$ cat config.mk
export PLATFORM = sky130hd
export DESIGN_NAME = dptt_ctrl
export DESIGN_NICKNAME = d
export VERILOG_FILES = /design/src/rtl/dptt_pkg.sv /design/src/rtl/dptt_ctrl.sv
export SDC_FILE = /design/constraint.sdc
export NUM_CORES = 1
export LEC_CHECK = 0
export BUFFER_PORTS_ARGS = -buffer_cell sky130_fd_sc_hd__buf_2
export CORE_AREA = 4 4 41 43
export CTS_CLUSTER_SIZE = 16
export DETAILED_ROUTE_END_ITERATION = 7
export DIE_AREA = 0 0 45 47
export PLACE_DENSITY_LB_ADDON = 0.25
export REMOVE_ABC_BUFFERS = 1
export SETUP_SLACK_MARGIN = 0.05
export SLEW_MARGIN = 25
export SYNTH_ARGS = -nofsm -noshare
export SYNTH_HDL_FRONTEND = slang
export SYNTH_SLANG_ARGS = --single-unit
export TNS_END_PERCENT = 30
$ cat constraint.sdc
create_clock -name clk -period 0.8 [get_ports clk]
set_input_delay 0.08 -clock clk [delete_from_list [all_inputs] [get_ports clk]]
set_output_delay 0.08 -clock clk [all_outputs]
set_load 0.05 [all_outputs]
$ cat src/rtl/dptt_pkg.sv
// package for the depth-preferred transposition table
// holds the entry layout, field codes, command/status structs and the score saturation helper
package dptt_pkg;

    localparam int ENTRY_COUNT_LOG2_DEFAULT = 16;

    localparam int KEY_W   = 64;
    localparam int MOVE_W  = 32;
    localparam int SCORE_W = 16;
    localparam int KIND_W  = 2;
    localparam int DEPTH_W = 7;
    localparam int PLY_W   = 7;
    localparam int THR_W   = 15;
    localparam int SIZE_W  = 5;
    localparam int CFG_W   = 15;
    localparam int WIDE_W  = SCORE_W + 2;

    localparam logic FUNC_RECORD = 1'b0;
    localparam logic FUNC_PROBE  = 1'b1;

    localparam logic [KIND_W-1:0] KIND_EMPTY = 2'd0;
    localparam logic [KIND_W-1:0] KIND_EXACT = 2'd1;
    localparam logic [KIND_W-1:0] KIND_UPPER = 2'd2;
    localparam logic [KIND_W-1:0] KIND_LOWER = 2'd3;

    localparam logic CFG_MATE_THRESHOLD = 1'b0;
    localparam logic CFG_SIZE_LOG2      = 1'b1;

    localparam logic signed [WIDE_W-1:0] SCORE_MAX = 18'sd32767;
    localparam logic signed [WIDE_W-1:0] SCORE_MIN = -18'sd32767;

    typedef struct packed {
        logic [KEY_W-1:0]          key;
        logic [MOVE_W-1:0]         move;
        logic signed [SCORE_W-1:0] score;
        logic [KIND_W-1:0]         kind;
        logic [DEPTH_W-1:0]        depth;
    } entry_t;

    typedef struct packed {
        logic load;
        logic clear;
        logic exec;
    } cmd_t;

    typedef struct packed {
        logic clear_last;
    } status_t;

    function automatic logic signed [SCORE_W-1:0] sat_score(
        input logic signed [WIDE_W-1:0] v
    );
        logic signed [WIDE_W-1:0] c;
        begin
            if (v > SCORE_MAX)
            begin
                c = SCORE_MAX;
            end
            else if (v < SCORE_MIN)
            begin
                c = SCORE_MIN;
            end
            else
            begin
                c = v;
            end
            return c[SCORE_W-1:0];
        end
    endfunction

endpackage

$ cat src/rtl/dptt_ctrl.sv
// controller for the transposition table: clearing sweep, load, execute
// uses dptt_pkg command and status structs
module dptt_ctrl (
    input  logic             clk,
    input  logic             rst_n,
    input  logic             in_valid,
    input  logic             out_stall,
    input  dptt_pkg::status_t status,
    output dptt_pkg::cmd_t   cmd,
    output logic             in_stall,
    output logic             out_valid
);

    localparam logic [1:0] S_CLEAR = 2'd0;
    localparam logic [1:0] S_IDLE  = 2'd1;
    localparam logic [1:0] S_EXEC  = 2'd2;

    logic [1:0] state_reg;
    logic [1:0] state_next;
    logic       out_valid_reg;
    logic       out_valid_next;
    logic       out_free;
    logic       accept;

    assign in_stall  = (state_reg != S_IDLE);
    assign accept    = in_valid && !in_stall;
    assign out_free  = !out_valid_reg || !out_stall;
    assign out_valid = out_valid_reg;

    always_comb
    begin
        state_next     = state_reg;
        out_valid_next = out_valid_reg && out_stall;
        cmd            = '0;
        unique case (state_reg)
            S_CLEAR:
            begin
                cmd.clear = 1'b1;
                if (status.clear_last)
                begin
                    state_next = S_IDLE;
                end
            end
            S_IDLE:
            begin
                if (accept)
                begin
                    cmd.load   = 1'b1;
                    state_next = S_EXEC;
                end
            end
            S_EXEC:
            begin
                if (out_free)
                begin
                    cmd.exec       = 1'b1;
                    out_valid_next = 1'b1;
                    state_next     = S_IDLE;
                end
            end
            default:
            begin
                state_next = S_CLEAR;
            end
        endcase
    end

    always_ff @(posedge clk or negedge rst_n)
    begin
        if (!rst_n)
        begin
            state_reg     <= S_CLEAR;
            out_valid_reg <= 1'b0;
        end
        else
        begin
            state_reg     <= state_next;
            out_valid_reg <= out_valid_next;
        end
    end

    a_accept_exec: assert property (@(posedge clk) disable iff (!rst_n)
        accept |=> (state_reg == S_EXEC))
        else $error("accepted item did not enter execute");

    a_exec_wait: assert property (@(posedge clk) disable iff (!rst_n)
        (state_reg == S_EXEC) && !out_free |=> (state_reg == S_EXEC) && out_valid_reg)
        else $error("execute left while output busy");

    a_result_source: assert property (@(posedge clk) disable iff (!rst_n)
        $rose(out_valid_reg) |-> $past(state_reg == S_EXEC))
        else $error("result without execute");

endmodule

# Word-level counts from Yosys, hierarchy flattened
# Cells that the tools add are included.
# Widths: inputs -> output; s select.
# word_totals
ram_bits	0
mem_count	0
register_bits	3
mem_bits_ro	0
latchBits	0
# op_classes
eq_ne	6
n_addsub	0
n_reduce_logical	8
mul	0
muxes	11
div	0
bitwise_logic	0
n_shift	0
magnitude_cmp	0
# op_table
operator	n
$mux 1	7
$mux 2	3
$ne 2x2->1 const B	3
$pmux 2 s3	1
$logic_not 1->1	3
$reduce_and 3->1	1
$eq 2x1->1 const B	1
$eq 2x2->1 const B	1
$logic_and 1x1->1	2
$logic_not 2->1	1
$ne 2x1->1 const B	1
$logic_or 1x1->1	1

# Logic depth before layout (Yosys ltp)
# Gate-level depths: netlist of the first run.
# logic_depth
ltp_word	5
mapped_depth	3

# Worst setup path after synthesis of the first run
# No wires, ideal clock.
# synth_timing
kind	reg2out
startpoint	reg state_reg[1]
endpoint	out cmd[2] (netlist name)
setup_slack_ns	-0.892
arrival_time_ns	1.612
path_stages_with_launch	3
cell_sequence	dfrtp_1 nand2b_1 nor2_1
# synth_rtl
item	line_no	text
start, declared	dptt_ctrl.sv:18	logic [1:0] state_reg;
start signal, assigned	dptt_ctrl.sv:77	state_reg <= state_next;
end, declared	dptt_ctrl.sv:9	output dptt_pkg::cmd_t cmd,

# Worst setup path after layout of the first run
# layout_timing
startpoint	reg state_reg[1]
endpoint	out in_stall
# layout_between
elab_chain_cells	1
# layout_rtl
item	line_no	text
$ne 2x1->1	dptt_ctrl.sv:25	assign in_stall = (state_reg != S_IDLE);
end, declared	dptt_ctrl.sv:10	output logic in_stall,
# Every way passes these cells.

==> summary.txt, run 1 <==
Run status
  • Outcome: complete, but fails checks
  • Failing checks: setup timing

Finish
  • Number of diodes: 0
  • Layout Nets: 42
  • Post-layout util: between 20% and 30%
  • Max FFs per register: 2
  • Final Instance Count excl. Fillers: 51
  • Layout overhead on the synthesized area: 162%
  • Most frequent cells in the layout: 6 x buf_6, 6 x buf_4, 4 x buf_2, 3 x clkbuf_4
  • Post-route design area: 384 µm²
  • Filler Cell Count: about 150
  • Share of layout cells above drive strength 1: 77.8%

GRT
  • Largest net degree at the start of global routing: 5
  • Initial antenna violation count: 0
  • Grt ovf: 0
  • Vias in the first global route: a little under 200
  • GRT Total Usage: 6.50%
  • First-pass GRT wire length: 848 µm

STA
  • Clock skew: approximately 0.33 ps
  • Max transition margin: 88.8%
  • Max-slew violations: 0
  • Tmin final: roughly 1200 ps
  • Finish-stage setup viols: 7
  • Setup WS post-layout: -361 ps
  • Final hold violation count: 0
  • RSZ-0062 raised after global routing: yes
  • Max Clk Rate: around 860 MHz
  • Slew @ Worst Pin: 167 ps
  • Tcrit/Tclk final: 145%
  • Final hold slack: 120 ps
  • Fin Setup TNS: -1980 ps

Placed design
  • Place WS: -209 ps
  • Post-DP Area: 240 µm²
  • DP Cell Count: between 40 and 50
  • # port buffers: 9
  • GPL Wtd Cong: 0.656
  • Detailed placement HPWL: between 300 and 400 µm

Floorplanning
  • Starting Density: 11.2%
  • Die X-Extent: 45 µm
  • Die Span Y: 47 µm
  • Core area: 0.00130 mm²
  • Die area: 0.00212 mm²
  • I/O pin count: 10
  • Row count: 13

Routing
  • Vias per cell: around 3.5
  • WL final: 471 µm
  • Vias: approximately 180
  • DRC viols: 0
  • TritonRoute pass-1 iters: 1
  • ANT nets after route: 0
  • Average routed wire per standard cell: roughly 9 µm
  • Initial DRC Count: 0

Power and ir drop
  • Tot Pwr: 1.90 mW
  • Cell Pwr Density: slightly below 5000 mW/mm²
  • P_leak: 0.189 nW
  • Max IR drop VDD: approximately 0.002 V

Synth
  • Top-area cell type share of the netlist area: 51.3%
  • Post-Syn Area: 146 µm²
  • Synth warn: 0
  • Seq/Total Area, Yosys: 51.3%
  • Netlist cell types: 10
  • Synth Register Bits: 3
  • Synth area leaders: dfrtp_1 51%, nand2b_4 9.4%, mux2i_1 6.8%, a21oi_2 6.0%, nand2_1 5.1%
  • Syn Inst Count: 14
  • Top cell type by total area after synthesis: dfrtp_1
  • Syn avg cell area: roughly 10 µm²

Worst hold path
  • Hold Crit Class: in -> reg
  • Min-delay src: out_stall

Worst setup path
  • CP Capture Type: output port
  • Setup crit start: state_reg[1]$_DFFE_PN0P_
  • CP endpoint: in_stall
  • Reg2Reg Depth: 4
  • Reg-to-reg slack, setup: -240 ps
  • CP required: between 700 and 800 ps
  • WP data arrival: 1080 ps
  • Slowest cell on crit path: dfrtp_2
  • RR Endpoint: state_reg[1]$_DFFE_PN0P_
  • Worst-path maximum fanout: 4
  • Critical path type: reg -> out
  • Critical path cell sequence: nand2b_4, buf_6, buf_8
  • Startpoint Class: register
  • Worst path max stage delay: 430 ps
  • Reg2Reg Launch Point: state_reg[1]$_DFFE_PN0P_

CTS
  • Htree depth: 1
  • Root Driver: clkbuf_4
  • Clock Pin Slew Worst Setup and Hold Paths: 40 ps
  • CTS Buf Count: 3
  • CTS tree: built
  • Clock Tree Buf Depth: 2
  • Clock Latency Late Sink: 230 ps
  • CTS sink count: 3

Flow run
  • Max-Cap Viols: 0
## per-layer routing
metal	global-route usage, %	share of wire (%)	vias to the layer above
met5	0	0	-
met4	5.26	0	0
met3	4.60	14	0
met2	7.34	39	12
met1	8.03	47	75
li1	-	-	89
## Yosys cell counts
cell	instances
nand2b_4	1
a21oi_2	1
o22ai_1	1
inv_1	1
nand2_1	2
dfrtp_1	3
mux2i_1	1
o21bai_1	1
nor2_1	2
nand2b_1	1
## worst max-delay path: cells and delay by family (launching register included)
family / cells / cell delay [ps]
buf+inv: 2 / 260
flops: 1 / 430
simple gates: 1 / 170
## logic make-up (layout without fill, tap and decap cells)
family,Yosys count,count (layout),synth area share [%]
simple gates,6,6,23.9
compound gates,3,3,15.4
flops,3,3,51.3
mux,1,1,6.84
buf+inv,1,23,2.56
## report_power, final
group	leakage (nW)	switching, mW	internal (mW)
clock	0.0150	0.0819	0.187
combinational	0.137	0.690	0.642
sequential	0.0368	0.0748	0.223
## area by class of cell
cell class / count / area, µm² / share of cell area [%]
Timing Repair Buffer: 18 / 158 / 41.0
Multi-Input combinational cell: 10 / 101 / 26.4
Sequential cell: 3 / 76.3 / 19.9
Clock buffer: 4 / 26.3 / 6.84
Tap cell: 15 / 18.8 / 4.89
Inverter: 1 / 3.75 / 0.977
## worst min-delay path by stage
stage	depth (start not counted)	endpoint	slack (ps)
after floorplan	0	out_valid$_DFF_PN0_	-220
after global placement	1	out_valid$_DFF_PN0_	-120
after detailed placement	1	out_valid$_DFF_PN0_	-120
after CTS	3	out_valid$_DFF_PN0_	120
after global routing	3	state_reg[0]$_DFFE_PN0P_	120
final	3	out_valid$_DFF_PN0_	120
## what timing repair did
item | 4_1_cts | 5_1_grt
hold buffers | 1 | 0
setup endpoints to repair | 8 | 8
endpoints found under the hold margin | 3 | 0
pin swaps | 1 | 1
setup buffers | 4 | 0
resized for setup | 15 | 6
cloned | 0 | 0
Power figures use the tool's default switching activity.
==> inputs of run 2 (changes only) <==
BUFFER_PORTS_ARGS = -buffer_cell sky130_fd_sc_hd__clkbuf_2   (was -buffer_cell sky130_fd_sc_hd__buf_2)
CELL_PAD_IN_SITES_DETAIL_PLACEMENT = 0   (was default)
CELL_PAD_IN_SITES_GLOBAL_PLACEMENT = 1   (was default)
==> summary.txt, run 2 (synthesis gave the netlist of run 1 again) <==
Worst setup path
  • Reg-to-reg slack, setup: -250 ps (was -240 ps)
  • RR Endpoint: state_reg[1]$_DFFE_PN0P_ (unchanged)
  • WP data arrival: 1100 ps (was 1080 ps)
  • Reg2Reg Depth: 4 (unchanged)
  • CP Capture Type: output port (unchanged)
  • Startpoint Class: register (unchanged)
  • CP required: 720 ps (about the same)
  • Reg2Reg Launch Point: state_reg[1]$_DFFE_PN0P_ (unchanged)
  • Critical path type: reg -> out (unchanged)
  • Worst-path maximum fanout: 3 (was 4)

Finish
  • Layout Nets: 42 (unchanged)
  • Max FFs per register: 2 (unchanged)
  • Most frequent cells in the layout: 7 x buf_4, 4 x clkbuf_2, 3 x clkbuf_4, 3 x buf_8 (was 6 x buf_6, 6 x buf_4, 4 x buf_2, 3 x clkbuf_4)
  • Share of layout cells above drive strength 1: 80.6% (was 77.8%)
  • Number of diodes: 0 (unchanged)
  • Commonest non-fill, non-tap cell in the layout: buf_4
  • Final Instance Count excl. Fillers: 51 (unchanged)
  • Layout overhead on the synthesized area: 178% (was 162%)

Routing
  • ANT nets after route: 0 (unchanged)
  • DRC viols: 0 (unchanged)
  • Vias: 177 (was 176)
  • TritonRoute pass-1 iters: 2 (was 1)
  • Vias per cell: 3.47 (was 3.45)
  • DRT met1 WL: 244 µm (was 222 µm)
  • Top sig layer: met3 (unchanged)
  • Detail Route met3 WL: 44 µm (was 67 µm)
  • WL final: 528 µm (was 471 µm)
  • Initial DRC Count: 4 (was 0)
  • Average routed wire per standard cell: 10.4 µm (was 9.24 µm)
  • Met2 wire length: 239 µm (was 182 µm)

STA
  • RSZ-0062 raised after global routing: yes (unchanged)
  • Setup WS post-layout: -380 ps (was -361 ps)
  • Finish-stage setup viols: 8 (was 7)
  • Tmin final: 1180 ps (was 1160 ps)
  • Slew @ Worst Pin: 171 ps (was 167 ps)
  • Fin Setup TNS: -2050 ps (was -1980 ps)
  • Max-slew violations: 0 (unchanged)
  • Max transition margin: 88.6% (was 88.8%)
  • Max Clk Rate: 848 MHz (was 861 MHz)
  • Tcrit/Tclk final: 147% (was 145%)
  • Final hold violation count: 0 (unchanged)
  • Clock skew: 8.98 ps (was 0.328 ps)

Placed design
  • DP Cell Count: 42 (unchanged)
  • Detailed placement HPWL: 338 µm (was 319 µm)
  • # port buffers: 9 (unchanged)
  • GPL Wtd Cong: 0.622 (was 0.656)
  • Place WS: -243 ps (was -209 ps)

Worst hold path
  • Hold Path Sink: out_valid$_DFF_PN0_ (unchanged)
  • Hold path depth: 3 (unchanged)
  • Hold Crit Class: in -> reg (unchanged)
  • Min-delay src: out_stall (unchanged)

Floorplanning
  • Core area: 0.00130 mm² (unchanged)
  • Die area: 0.00212 mm² (unchanged)
  • Die Span Y: 47 µm (unchanged)
  • Starting Density: 11.2% (unchanged)
  • Die X-Extent: 45 µm (unchanged)
  • Row count: 13 (unchanged)
  • I/O pin count: 10 (unchanged)

Power and ir drop
  • Net Switching: 0.879 mW (was 0.846 mW)
  • Max IR drop VDD: 0.00216 V (was 0.00198 V)
  • Sw Share: 43.4% (was 44.6%)
  • Tot Pwr: 2.03 mW (was 1.90 mW)
  • Clock share of power: 13.4% (was 14.2%)
  • Internal: 1.15 mW (was 1.05 mW)
  • Cell Pwr Density: 4990 mW/mm² (was 4940 mW/mm²)
  • Comb power frac: 71.5% (was 70.1%)
  • P_leak: 0.195 nW (was 0.189 nW)
  • Flop pwr share: 15.0% (was 15.7%)

CTS
  • CTS sink count: 3 (unchanged)
  • CTS tree: built (unchanged)
  • Clock Pin Slew Worst Setup and Hold Paths: 40 ps (about the same)
  • Clock Tree Buf Depth: 2 (unchanged)
  • Root Driver: clkbuf_4 (unchanged)
  • Htree depth: 1 (unchanged)
  • Clock Latency Late Sink: 240 ps (was 230 ps)
  • CTS Buf Count: 3 (unchanged)

GRT
  • First-pass GRT wire length: 841 µm (was 848 µm)
  • Initial antenna violation count: 0 (unchanged)
  • GRT Total Usage: 6.08% (was 6.50%)
  • Grt ovf: 0 (unchanged)
  • Largest net degree at the start of global routing: 5 (unchanged)
  • Vias in the first global route: 182 (was 193)

Run status
  • Outcome: complete, but fails checks (unchanged)
  • Failing checks: setup timing (unchanged)

Flow run
  • Max-Cap Viols: 0 (unchanged)
-- run 2: layer usage --
metal | track usage [%] | up-vias
met4 | 3.51 | 0
met5 | 0 | -
met1 | 7.05 | 78
met3 | 3.45 | 0
li1 | - | 90
met2 | 8.76 | 9
-- run 2: critical path, stage by stage (launching register included) --
cell	delay, ps
dfrtp_2	400
nand2b_4	160
a21oi_4	160
buf_12	150
-- run 2: layout make-up --
type / instances / area (µm²)
clock buffers: 4 / 26.3
fillers: 153 / 895
inverters: 1 / 3.75
multi-input cells: 10 / 101
flip-flops and latches: 3 / 77.6
well taps: 15 / 18.8
repair buffers: 18 / 179
-- run 2: power groups by stage --
| stage | clock network [mW] | registers, mW | logic (mW) |
|---|---|---|---|
| after floorplan | 0 | 0.373 | 0.488 |
| after global placement | 0 | 0.287 | 0.971 |
| after detailed placement | 0 | 0.285 | 0.965 |
| after CTS | 0.284 | 0.310 | 1.24 |
| after global routing | 0.309 | 0.314 | 1.52 |
| final | 0.272 | 0.305 | 1.45 |
-- run 2: how the worst max path moves through the flow --
stage	slack, ps	start	depth (start not counted)	to
6_report	-380	state_reg[0]$_DFFE_PN0P_	3	cmd[0]
5_1_grt	-430	state_reg[0]$_DFFE_PN0P_	3	cmd[0]
4_1_cts	-420	state_reg[0]$_DFFE_PN0P_	3	cmd[0]
3_5_place_dp	-240	state_reg[1]$_DFFE_PN0P_	3	cmd[2]
3_3_place_gp	-210	state_reg[1]$_DFFE_PN0P_	3	cmd[2]
2_1_floorplan	-890	state_reg[1]$_DFFE_PN0P_	2	cmd[2]
-- run 2: through the flow --
step | util (%) | hold slack, ps | cell area [µm²]
2_1_floorplan | - | -216 | 146
3_3_place_gp | 20.8 | -121 | 270
3_5_place_dp | 20.8 | -116 | 270
4_1_cts | 28.7 | 131 | 373
5_1_grt | 31.3 | 129 | 407
6_report | 31.3 | 139 | 407
-- run 2: repair_timing --
item	CTS	global route
hold buffers	1	0
hold endpoints to repair	3	0
setup endpoints to repair	8	8
cloned	0	0
pin swaps	0	0
setup buffers	1	3
resized for setup	12	7
